<file path="config.mk">
export PLATFORM = sky130hd
export DESIGN_NAME = column_texture_sampler_top
export DESIGN_NICKNAME = d
export VERILOG_FILES = /design/src/hw/rtl/cts_pkg.sv /design/src/hw/rtl/cts_ctrl.sv /design/src/hw/rtl/cts_dp.sv /design/src/hw/rtl/column_texture_sampler_top.sv
export SDC_FILE = /design/constraint.sdc
export NUM_CORES = 1
export LEC_CHECK = 0
export BUFFER_PORTS_ARGS = -buffer_cell sky130_fd_sc_hd__buf_2
export CORE_ASPECT_RATIO = 1.25
export CORE_MARGIN = 2
export CORE_UTILIZATION = 60
export DETAILED_ROUTE_END_ITERATION = 8
export PLACE_DENSITY_LB_ADDON = 0.1
export SYNTH_ARGS = -nofsm -noshare
export SYNTH_HDL_FRONTEND = slang
export SYNTH_HIERARCHICAL = 1
export SYNTH_SLANG_ARGS = --single-unit
</file>
<file path="constraint.sdc">
create_clock -name clk -period 9.6 [get_ports clk]
set_input_delay 1.92 -clock clk [delete_from_list [all_inputs] [get_ports clk]]
set_output_delay 1.92 -clock clk [all_outputs]
set_load 0.01 [all_outputs]
</file>
<file path="src/hw/rtl/cts_pkg.sv">
// Shared types and constants for the column texture sampler.
package cts_pkg;

	localparam int COORD_BITS = 12;

	// Result kinds
	localparam logic [1:0] KIND_FETCH = 2'd0;
	localparam logic [1:0] KIND_PIXEL = 2'd1;
	localparam logic [1:0] KIND_DONE  = 2'd2;

	// Configuration register indexes
	localparam logic [1:0] CFG_SCREEN_WIDTH    = 2'd0;
	localparam logic [1:0] CFG_SCREEN_HEIGHT   = 2'd1;
	localparam logic [1:0] CFG_LINE_BYTES      = 2'd2;
	localparam logic [1:0] CFG_BYTES_PER_PIXEL = 2'd3;

	// Input op codes
	localparam logic OP_START = 1'b0;
	localparam logic OP_TEXEL = 1'b1;

	localparam logic [31:0] TEXEL_WHITE = 32'hFFFF_FFFF;

	localparam logic [11:0] RST_SCREEN_WIDTH    = 12'd640;
	localparam logic [11:0] RST_SCREEN_HEIGHT   = 12'd480;
	localparam logic [12:0] RST_LINE_BYTES      = 13'd256;
	localparam logic [3:0]  RST_BYTES_PER_PIXEL = 4'd4;

	typedef struct packed {
		logic                  op;
		logic [COORD_BITS-1:0] start_row;
		logic [COORD_BITS-1:0] bottom_row;
		logic [15:0]           column_height;
		logic [5:0]            tex_x;
		logic [COORD_BITS-1:0] screen_x;
		logic                  sprite_mode;
		logic [2:0]            texture_id;
		logic [31:0]           texel;
	} cts_in_t;

	typedef struct packed {
		logic [1:0]            kind;
		logic [2:0]            fetch_texture;
		logic [17:0]           fetch_offset;
		logic [COORD_BITS-1:0] pixel_x;
		logic [COORD_BITS-1:0] pixel_y;
		logic [31:0]           color;
		logic                  last;
	} cts_out_t;

	typedef enum logic [1:0] {
		EMIT_NONE,
		EMIT_PIXEL,
		EMIT_FETCH,
		EMIT_DONE
	} cts_emit_t;

	typedef enum logic [2:0] {
		ST_IDLE,
		ST_PIXEL,
		ST_CHECK,
		ST_MUL,
		ST_DIV,
		ST_OFS,
		ST_FETCH,
		ST_DONE
	} cts_state_t;

	typedef struct packed {
		logic      start;
		logic      take_texel;
		logic      row_inc;
		logic      calc_d;
		logic      load_div;
		logic      div_step;
		logic      calc_ofs;
		logic      clear_busy;
		cts_emit_t emit;
	} cts_cmd_t;

	typedef struct packed {
		logic op;
		logic busy;
		logic skip;
		logic row_ok;
		logic d_neg;
		logic d_ge_h;
		logic div_last;
		logic out_free;
	} cts_sts_t;

endpackage

</file>
<file path="src/hw/rtl/cts_ctrl.sv">
// Sequencer for the column texture sampler: one item at a time through check, divide and emit.
module cts_ctrl (
	input  logic              clk,
	input  logic              arst_n,
	input  logic              item_accept,
	input  cts_pkg::cts_sts_t sts,
	output logic              item_stall,
	output cts_pkg::cts_cmd_t cmd,
	output cts_pkg::cts_state_t state
);
	import cts_pkg::*;

	cts_state_t state_q, state_nxt;

	always_ff @(posedge clk or negedge arst_n) begin
		if (!arst_n) begin
			state_q <= ST_IDLE;
		end else begin
			state_q <= state_nxt;
		end
	end

	always_comb begin
		state_nxt = state_q;
		unique case (state_q)
			ST_IDLE: begin
				if (item_accept) begin
					if (sts.op == OP_START) begin
						state_nxt = ST_CHECK;
					end else if (sts.busy) begin
						state_nxt = sts.skip ? ST_CHECK : ST_PIXEL;
					end
				end
			end
			ST_PIXEL: begin
				if (sts.out_free) begin
					state_nxt = ST_CHECK;
				end
			end
			ST_CHECK: begin
				state_nxt = sts.row_ok ? ST_MUL : ST_DONE;
			end
			ST_MUL: begin
				// out-of-range rows clamp and bypass the divider
				state_nxt = (sts.d_neg || sts.d_ge_h) ? ST_OFS : ST_DIV;
			end
			ST_DIV: begin
				if (sts.div_last) begin
					state_nxt = ST_OFS;
				end
			end
			ST_OFS: begin
				state_nxt = ST_FETCH;
			end
			ST_FETCH: begin
				if (sts.out_free) begin
					state_nxt = ST_IDLE;
				end
			end
			ST_DONE: begin
				if (sts.out_free) begin
					state_nxt = ST_IDLE;
				end
			end
			default: begin
				state_nxt = ST_IDLE;
			end
		endcase
	end

	// input is taken only while idle
	assign item_stall = (state_q != ST_IDLE);

	always_comb begin
		cmd        = '0;
		cmd.emit   = EMIT_NONE;
		unique case (state_q)
			ST_IDLE: begin
				if (item_accept) begin
					if (sts.op == OP_START) begin
						cmd.start = 1'b1;
					end else if (sts.busy) begin
						cmd.take_texel = 1'b1;
						cmd.row_inc    = sts.skip;
					end
				end
			end
			ST_PIXEL: begin
				if (sts.out_free) begin
					cmd.emit    = EMIT_PIXEL;
					cmd.row_inc = 1'b1;
				end
			end
			ST_CHECK: begin
				cmd.calc_d = 1'b1;
			end
			ST_MUL: begin
				cmd.load_div = 1'b1;
			end
			ST_DIV: begin
				cmd.div_step = 1'b1;
			end
			ST_OFS: begin
				cmd.calc_ofs = 1'b1;
			end
			ST_FETCH: begin
				if (sts.out_free) begin
					cmd.emit = EMIT_FETCH;
				end
			end
			ST_DONE: begin
				if (sts.out_free) begin
					cmd.emit       = EMIT_DONE;
					cmd.clear_busy = 1'b1;
				end
			end
			default: begin
				cmd.emit = EMIT_NONE;
			end
		endcase
	end

	assign state = state_q;

endmodule

</file>
<file path="src/hw/rtl/cts_dp.sv">
// Datapath of the column texture sampler: column registers, divider, offset and result register.
module cts_dp #(
	parameter int TEX_SIZE = 64
) (
	input  logic                clk,
	input  logic                arst_n,
	input  cts_pkg::cts_in_t    item_data,
	input  logic                cfg_write,
	input  logic [1:0]          cfg_index,
	input  logic [12:0]         cfg_data,
	input  cts_pkg::cts_cmd_t   cmd,
	input  logic                result_stall,
	output cts_pkg::cts_sts_t   sts,
	output logic                result_valid,
	output cts_pkg::cts_out_t   result_data
);
	import cts_pkg::*;

	localparam int QB    = $clog2(TEX_SIZE);
	localparam int CW    = $clog2(QB);
	localparam int NUM_W = 16 + QB;

	logic [11:0] screen_width_q, screen_height_q;
	logic [12:0] line_bytes_q;
	logic [3:0]  bytes_per_pixel_q;

	logic                  busy_q;
	logic [COORD_BITS-1:0] row_q, stop_q, screen_x_q;
	logic [15:0]           height_q;
	logic [5:0]            tex_x_q;
	logic                  sprite_q;
	logic [2:0]            texture_q;
	logic [31:0]           texel_q;

	logic signed [17:0] d_q;
	logic [NUM_W-1:0]   rem_q, dv_q, num;
	logic [QB-1:0]      quo_q;
	logic [CW-1:0]      cnt_q;
	logic [17:0]        off_q;

	logic     out_valid_q;
	cts_out_t out_q;
	cts_out_t out_nxt;

	// configuration
	always_ff @(posedge clk or negedge arst_n) begin
		if (!arst_n) begin
			screen_width_q    <= RST_SCREEN_WIDTH;
			screen_height_q   <= RST_SCREEN_HEIGHT;
			line_bytes_q      <= RST_LINE_BYTES;
			bytes_per_pixel_q <= RST_BYTES_PER_PIXEL;
		end else if (cfg_write) begin
			unique case (cfg_index)
				CFG_SCREEN_WIDTH:    screen_width_q    <= cfg_data[11:0];
				CFG_SCREEN_HEIGHT:   screen_height_q   <= cfg_data[11:0];
				CFG_LINE_BYTES:      line_bytes_q      <= cfg_data;
				CFG_BYTES_PER_PIXEL: bytes_per_pixel_q <= cfg_data[3:0];
			endcase
		end
	end

	always_ff @(posedge clk or negedge arst_n) begin
		if (!arst_n) begin
			busy_q <= 1'b0;
		end else if (cmd.start) begin
			busy_q <= 1'b1;
		end else if (cmd.clear_busy) begin
			busy_q <= 1'b0;
		end
	end

	// column registers
	always_ff @(posedge clk) begin
		if (cmd.start) begin
			row_q      <= item_data.start_row;
			stop_q     <= item_data.bottom_row;
			height_q   <= (item_data.column_height == 16'd0) ? 16'd1 : item_data.column_height;
			tex_x_q    <= item_data.tex_x;
			screen_x_q <= item_data.screen_x;
			sprite_q   <= item_data.sprite_mode;
			texture_q  <= item_data.texture_id;
		end else if (cmd.row_inc) begin
			row_q <= row_q + 1'b1;
		end
		if (cmd.take_texel) begin
			texel_q <= item_data.texel;
		end
	end

	// d = row + h/2 - screen_height/2; its sign and size against h decide the clamp
	assign num = NUM_W'(d_q[15:0]) * NUM_W'(TEX_SIZE);

	always_ff @(posedge clk) begin
		if (cmd.calc_d) begin
			d_q <= $signed({6'd0, row_q}) + $signed({3'd0, height_q[15:1]})
				- $signed({7'd0, screen_height_q[11:1]});
		end
		if (cmd.load_div) begin
			rem_q <= num;
			dv_q  <= NUM_W'(height_q) << (QB - 1);
			cnt_q <= CW'(QB - 1);
			quo_q <= (!sts.d_neg && sts.d_ge_h) ? QB'(TEX_SIZE - 1) : '0;
		end else if (cmd.div_step) begin
			// restoring division, one quotient bit a cycle
			if (rem_q >= dv_q) begin
				rem_q <= rem_q - dv_q;
				quo_q <= {quo_q[QB-2:0], 1'b1};
			end else begin
				quo_q <= {quo_q[QB-2:0], 1'b0};
			end
			dv_q  <= dv_q >> 1;
			cnt_q <= cnt_q - 1'b1;
		end
		if (cmd.calc_ofs) begin
			off_q <= 18'(quo_q) * 18'(line_bytes_q) + 18'(tex_x_q) * 18'(bytes_per_pixel_q);
		end
	end

	// result register
	always_ff @(posedge clk or negedge arst_n) begin
		if (!arst_n) begin
			out_valid_q <= 1'b0;
		end else if (cmd.emit != EMIT_NONE) begin
			out_valid_q <= 1'b1;
		end else if (!result_stall) begin
			out_valid_q <= 1'b0;
		end
	end

	// fields with no meaning for the kind stay zero
	always_comb begin
		out_nxt = '0;
		unique case (cmd.emit)
			EMIT_PIXEL: begin
				out_nxt.kind    = KIND_PIXEL;
				out_nxt.pixel_x = screen_x_q;
				out_nxt.pixel_y = row_q;
				out_nxt.color   = texel_q;
			end
			EMIT_FETCH: begin
				out_nxt.kind          = KIND_FETCH;
				out_nxt.fetch_texture = texture_q;
				out_nxt.fetch_offset  = off_q;
				out_nxt.last          = 1'b1;
			end
			EMIT_DONE: begin
				out_nxt.kind = KIND_DONE;
				out_nxt.last = 1'b1;
			end
			EMIT_NONE: begin
				out_nxt = '0;
			end
		endcase
	end

	always_ff @(posedge clk) begin
		if (cmd.emit != EMIT_NONE) begin
			out_q <= out_nxt;
		end
	end

	always_comb begin
		sts.op       = item_data.op;
		sts.busy     = busy_q;
		sts.skip     = sprite_q && (item_data.texel == '0 || item_data.texel == TEXEL_WHITE);
		sts.row_ok   = (row_q < stop_q) && (row_q < screen_height_q)
			&& (sprite_q || row_q < screen_width_q);
		sts.d_neg    = d_q[17];
		sts.d_ge_h   = d_q[16:0] >= {1'b0, height_q};
		sts.div_last = (cnt_q == '0);
		sts.out_free = !out_valid_q || !result_stall;
	end

	assign result_valid = out_valid_q;
	assign result_data  = out_q;

endmodule

</file>
<file path="src/hw/rtl/column_texture_sampler_top.sv">
// Column texture sampler top level: handshake ports, sequencer, datapath and checks.
//
// A start transaction latches one screen column; the block then requests one texel per row and
// turns each returned texel into a pixel write, ending the column with a done result. A fetch
// request follows the start or texel transaction causing it through the check, multiply, divide
// and offset states (clamped rows skip the divide state); the shift-subtract divider yields one
// texture-row bit per cycle, and the pixel state emits a pixel write first. Items are handled
// one at a time: item_stall is low only while the sequencer is idle, and a result waiting in the
// output register does not hold up the next input. In sprite mode, texels of 0 or all ones give
// no pixel write. Configuration writes are always taken and must only be issued while idle.
module column_texture_sampler_top #(
	parameter int TEX_SIZE = 64
) (
	input  logic              clk,
	input  logic              arst_n,
	input  logic              item_valid,
	output logic              item_stall,
	input  cts_pkg::cts_in_t  item_data,
	output logic              result_valid,
	input  logic              result_stall,
	output cts_pkg::cts_out_t result_data,
	input  logic              cfg_valid,
	output logic              cfg_ready,
	input  logic [1:0]        cfg_index,
	input  logic [12:0]       cfg_data
);
	import cts_pkg::*;

	cts_cmd_t   cmd;
	cts_sts_t   sts;
	cts_state_t state;
	logic       item_accept;

	assign cfg_ready   = 1'b1;
	assign item_accept = item_valid && !item_stall;

	cts_ctrl u_ctrl (
		.clk         (clk),
		.arst_n      (arst_n),
		.item_accept (item_accept),
		.sts         (sts),
		.item_stall  (item_stall),
		.cmd         (cmd),
		.state       (state)
	);

	cts_dp #(
		.TEX_SIZE (TEX_SIZE)
	) u_dp (
		.clk          (clk),
		.arst_n       (arst_n),
		.item_data    (item_data),
		.cfg_write    (cfg_valid && cfg_ready),
		.cfg_index    (cfg_index),
		.cfg_data     (cfg_data),
		.cmd          (cmd),
		.result_stall (result_stall),
		.sts          (sts),
		.result_valid (result_valid),
		.result_data  (result_data)
	);

	// a done transaction ends the column
	a_done_clears_busy: assert property (@(posedge clk) disable iff (!arst_n)
		(cmd.emit == EMIT_DONE) |=> !sts.busy)
		else $error("busy still set after column done");

	// fetch requests always close the work of their input, pixel writes never do
	a_fetch_last: assert property (@(posedge clk) disable iff (!arst_n)
		(result_valid && result_data.kind == KIND_FETCH) |-> result_data.last)
		else $error("fetch request without last");

	a_pixel_not_last: assert property (@(posedge clk) disable iff (!arst_n)
		(result_valid && result_data.kind == KIND_PIXEL) |-> !result_data.last)
		else $error("pixel write marked last");

	// a texel arriving with no column open is dropped without work
	a_idle_texel_dropped: assert property (@(posedge clk) disable iff (!arst_n)
		(item_accept && item_data.op == OP_TEXEL && !sts.busy) |=> (state == ST_IDLE))
		else $error("texel while idle started work");

	// no new result is loaded while the register still holds an untaken one
	a_no_overwrite: assert property (@(posedge clk) disable iff (!arst_n)
		(result_valid && result_stall) |-> (cmd.emit == EMIT_NONE))
		else $error("result overwritten while stalled");

endmodule

</file>
# Word-level counts from Yosys, hierarchy flattened
# Cells that the tools add are included.
# word_totals
word_cells	141
ff_bits	308
out_inout_bits	83
# op_classes
n_mux	43
n_eq_ne	20
n_addsub	6
order_cmp	5
n_mul	2
reduce_logical	35
# ops
cell	n
two-way mux 22 bit	3
two-way mux 21 bit	2
less-than comparator 12 bit	3
equality test 32 bit, second input constant	1
zero test 32 bit	1
two-way mux 3 bit	9
two-way mux 12 bit	2
greater-or-equal comparator 22 x 21 -> 1 bit	1
subtractor 22 x 21 -> 22 bit	1
one-hot mux 3 bit (7 select lines)	1
adder 18 x 10 -> 18 bit	1
multiplier 6 x 13 -> 18 bit	1
two-way mux 6 bit	3
subtractor 18 x 12 -> 18 bit	1
greater-or-equal comparator 17 x 16 -> 1 bit	1
adder 12 x 15 -> 16 bit	1
zero test 16 bit	1
two-way mux 1 bit	15
adder 12 x 1 -> 12 bit, second input constant	1
equality test 3 bit, second input constant	4
one-hot mux 2 bit (3 select lines)	2
AND reduction 2 bit	6
multiplier 6 x 4 -> 10 bit	1
two-way mux 2 bit	5
18 further kinds	44

# Depth between registers and ports, before layout
# logic_depth
word_depth	9
depth_mapped	20
mapped_depth_nobuf	19

# Cells and area by module
# The synthesis kept the hierarchy.
# modules_own_cells
mod	cells_each	n_inst	area_each_um2	seq_area_each_um2
cts_dp	1579	1	17903.4	8783.4
cts_ctrl	42	1	315.3	75.1
column_texture_sampler_top	3	1	25.0	0.0

# Worst setup path after synthesis
# No wires, ideal clock.
# synth_path
kind	input-to-reg
startpoint	input item_valid
endpoint	register u_dp.row_q[0], enable pin
path_buffers	0
cell_stages	3
required_time_ns	9.273
arrival_ns	6.728
slack_ns	2.545
cell_sequence	nor2b_4 > nor3b_1 > or2_2
# synth_lines
item	line	text
start, declared	column_texture_sampler_top.sv:16	input logic item_valid,
end signal, assigned	cts_dp.sv:75	row_q <= item_data.start_row;
end signal, assigned	cts_dp.sv:83	row_q <= row_q + 1'b1;
end, declared	cts_dp.sv:28	logic [COORD_BITS-1:0] row_q, stop_q, screen_x_q;

# Worst setup path after layout
# layout_path
startpoint	register u_dp.quo_q[3]
endpoint	register u_dp.off_q[14], data pin
# layout_via
elab_chain_cells	2
# layout_rtl
item	line	text
start, declared	cts_dp.sv:37	logic [QB-1:0] quo_q;
start signal, assigned	cts_dp.sv:102	quo_q <= (!sts.d_neg && sts.d_ge_h) ? QB'(TEX_SIZE - 1) : '0;
start signal, assigned	cts_dp.sv:107	quo_q <= {quo_q[QB-2:0], 1'b1};
start signal, assigned	cts_dp.sv:109	quo_q <= {quo_q[QB-2:0], 1'b0};
multiplier 6 x 13 -> 18 bit	cts_dp.sv:115	off_q <= 18'(quo_q) * 18'(line_bytes_q) + 18'(tex_x_q) * 18'(bytes_per_pixel_q);
adder 18 x 10 -> 18 bit	cts_dp.sv:115	
end signal, assigned	cts_dp.sv:115	
end, declared	cts_dp.sv:39	logic [17:0] off_q;
# No other way between the ends.
# A chain may end at the register's enable or synchronous reset.

==> results.json <==
{
  "viasPerCell": 5.40,
  "holdCritPathClass": "reg -> reg",
  "grt.overflow.total": 0,
  "cap_violations": 0,
  "worstPathCellList": "nand2_1 > fa_1 > inv_1 > fa_1 > inv_1 > fa_1 > inv_1 > fa_1 > inv_1 > fa_1 > inv_1 > ha_1 > and3_1 > and3_1 > a221o_1 > nor3_1 > o21bai_1 > xor2_1",
  "synth.largest_area_cell": "edfxtp_1",
  "cts_tree": "yes",
  "cp-start-kind": "register",
  "cts_buffers": 29,
  "finClkSkew_ns": 0.0104,
  "dieHeight_um": 199,
  "netlist_instances": 1624,
  "drt_iter0_drc": 685,
  "clkSinkCount": 307,
  "syn_to_final_growth_pct": 12.3,
  "initial_utilization": 0.608,
  "synth_nets": 1960,
  "ant_nets": 0,
  "cts.hold.buffers_added": 0,
  "synthArstFlopShare": 0.150,
  "antenna_found_initial": 1,
  "place_area_um2": 19500,
  "ys.warnings.count": 6,
  "seq_area_um2": 8860,
  "design_area_um2": 20500,
  "clk_pin_slew_ns": 0.07,
  "grt_util_all_layers": 0.240,
  "dp_hpwl_um": 28600,
  "fill_cells": 2292,
  "multiInputGateArea_um2": 8330,
  "dp_slack_ns": 4.20,
  "htree_levels": 1,
  "pin_count": 198,
  "core_area_um2": 30000,
  "wire_per_inst_um": 16.8,
  "path_buf_inv": 5,
  "cp_slowest_cell": "edfxtp_1",
  "grt_pass1_wl_um": 60800,
  "routed_wl_um": 37400,
  "cts_setup_buffers": 0,
  "avgSynthCellArea_um2": 11.2,
  "layout_min_cycle_time_ns": 5.43,
  "synth_seq_cells": 307,
  "dr.pass1.iters": 5,
  "status": "completed",
  "crit_required_ns": 9.92,
  "synthTopCellsByCount": "247 x edfxtp_1, 220 x inv_1, 144 x ha_1, 140 x nand2_1, 139 x and2_1",
  "clock_latency_ns": 0.57,
  "synth.top_cell.area_share": 0.407,
  "worst_setup_path_end_kind": "register",
  "dieArea_um2": 31800,
  "critical_path_class": "reg -> reg",
  "root_buffer": "clkbuf_16",
  "tns_ns": 0,
  "syn_area_um2": 18200,
  "synthTopCellsByArea": "edfxtp_1 41%, ha_1 9.9%, fa_1 8.4%, dfrtp_1 5.2%, and2_1 4.8%",
  "cp.arrival_ns": 5.75,
  "hold_violations": 0,
  "layout_setup_ws_ns": 4.17,
  "rows": 71,
  "max_stage_delay_ns": 0.64,
  "synth_edf_count": 247,
  "max_freq_ghz": 0.184,
  "maxSlewViolCount": 0,
  "seq_area_frac_synth": 0.486,
  "drive_gt1_frac": 0.169,
  "final-setup-viol-count": 0,
  "synth.distinct_cells": 65,
  "fp.dieW_um": 160,
  "synth_most_common_cell": "edfxtp_1",
  "grt_pass1_vias": 12300,
  "num_vias": 12000,
  "period_share": 0.566,
  "portBuffers": 196,
  "final_util": 0.682,
  "num-nets-final": 2135,
  "cp_top_family": "adder cells",
  "ys.flop_type": "edfxtp_1",
  "cts_max_path_buffers": 3,
  "worst_pin_slew_ns": 1.13,
  "grt_max_degree": 75,
  "cts-resized-gates": 0,
  "rsz0062_at_grt": "false",
  "drc": 0,
  "gp_congestion": 0.896,
  "path_max_fanout": 14,
  "relSlewSlack": 0.246
}
-- cell usage in the layout, fill, tap and decap left out, drive strengths merged, types with 9 or more instances in the layout --
master  Yosys  final
dfrtp      38     38
edfxtp    247    247
mux2i      11     11
nor4       16     16
or2         9      9
nor3       14     14
mux2       31     31
a211oi     16     16
inv       220    222
xor2       11     11
dfxtp      14     14
buf        11    203
a21oi      55     55
and2      139    139
nand2b     17     17
nand4      16     16
ha        144    144
o21ai      88     88
o21a       13     13
nand2     140    140
clkbuf     48     42
nor2       55     55
nand3      21     21
xnor2      47     47
nor2b      13     13
fa         77     77
a21o       27     27
and3       13     13
-- tightest hold or removal path, stage by stage, from the launching register on --
cell and delay, ns:
dfxtp_1 0.31, nor2_1 0.08, a211oi_1 0.05
-- layout make-up --
cell class | count | share of cell area
Sequential cell | 307 | 0.432
Clock buffer | 42 | 0.0397
Timing Repair Buffer | 203 | 0.0504
Tap cell | 401 | 0.0245
Antenna cell | 1 | 0.000122
Inverter | 220 | 0.0403
Multi-Input combinational cell | 1038 | 0.406
Clock inverter | 12 | 0.00635
-- layer usage --
layer  track usage  share of wire  routed length (µm)  vias to the layer above
met1         0.302           0.43               15900                     5788
met4        0.0854          0.032                1190                        0
met2         0.430           0.50               18700                      283
li1              -              -                   -                     5874
met3        0.0277          0.043                1590                       69
met5             0              0                   0                        -
-- flip-flops by register name, indices dropped and copies added (netlist names), 4 cells and up --
name                    flops
u_dp/tex_x_q                6
u_dp/off_q                 18
u_dp/line_bytes_q          13
u_dp/screen_width_q        12
u_dp/screen_height_q       12
u_dp/texel_q               32
u_dp/d_q                   17
u_dp/stop_q                12
u_dp/screen_x_q            12
u_dp/bytes_per_pixel_q      4
u_dp/quo_q                  6
u_dp/result_data           80
u_dp/height_q              16
u_dp/rem_q                 22
u_dp/row_q                 12
u_dp/dv_q                  21
-- cell families after synthesis --
logic type,synth area share
xor+xnor,0.0278
simple gates,0.133
buf+inv,0.0595
fa+ha+maj,0.183
flops,0.486
compound gates,0.0855
other cells,0.000206
mux,0.0252
-- worst paths after layout --
path / from / end / slack (ns) / cells past startpoint
setup / recovery: u_dp/quo_q[3] / u_dp/off_q[14] / 4.17 / 18
hold / removal: u_dp/cnt_q[1] / u_dp/cnt_q[1] / 0.48 / 2
setup reg to reg: u_dp/quo_q[3] / u_dp/off_q[14] / 4.17 / 18
hold reg to reg: u_dp/cnt_q[1] / u_dp/cnt_q[1] / 0.48 / 2
max in group asynchronous: arst_n / u_dp/busy_q / 7.41 / 1
min in group asynchronous: arst_n / u_dp/screen_width_q[5] / 1.54 / 1
-- metrics by stage --
| step | std cells | hold slack [ns] |
|---|---|---|
| 2_1_floorplan | 1624 | 0.449 |
| 3_3_place_gp | 2169 | 0.463 |
| 3_5_place_dp | 2169 | 0.468 |
| 4_1_cts | 2223 | 0.477 |
| 5_1_grt | 2223 | 0.520 |
| 6_report | 2224 | 0.477 |
Power is left out: the tool's default activity adds up to more than one toggle a clock period on the data nets, which glitch-free logic cannot reach.
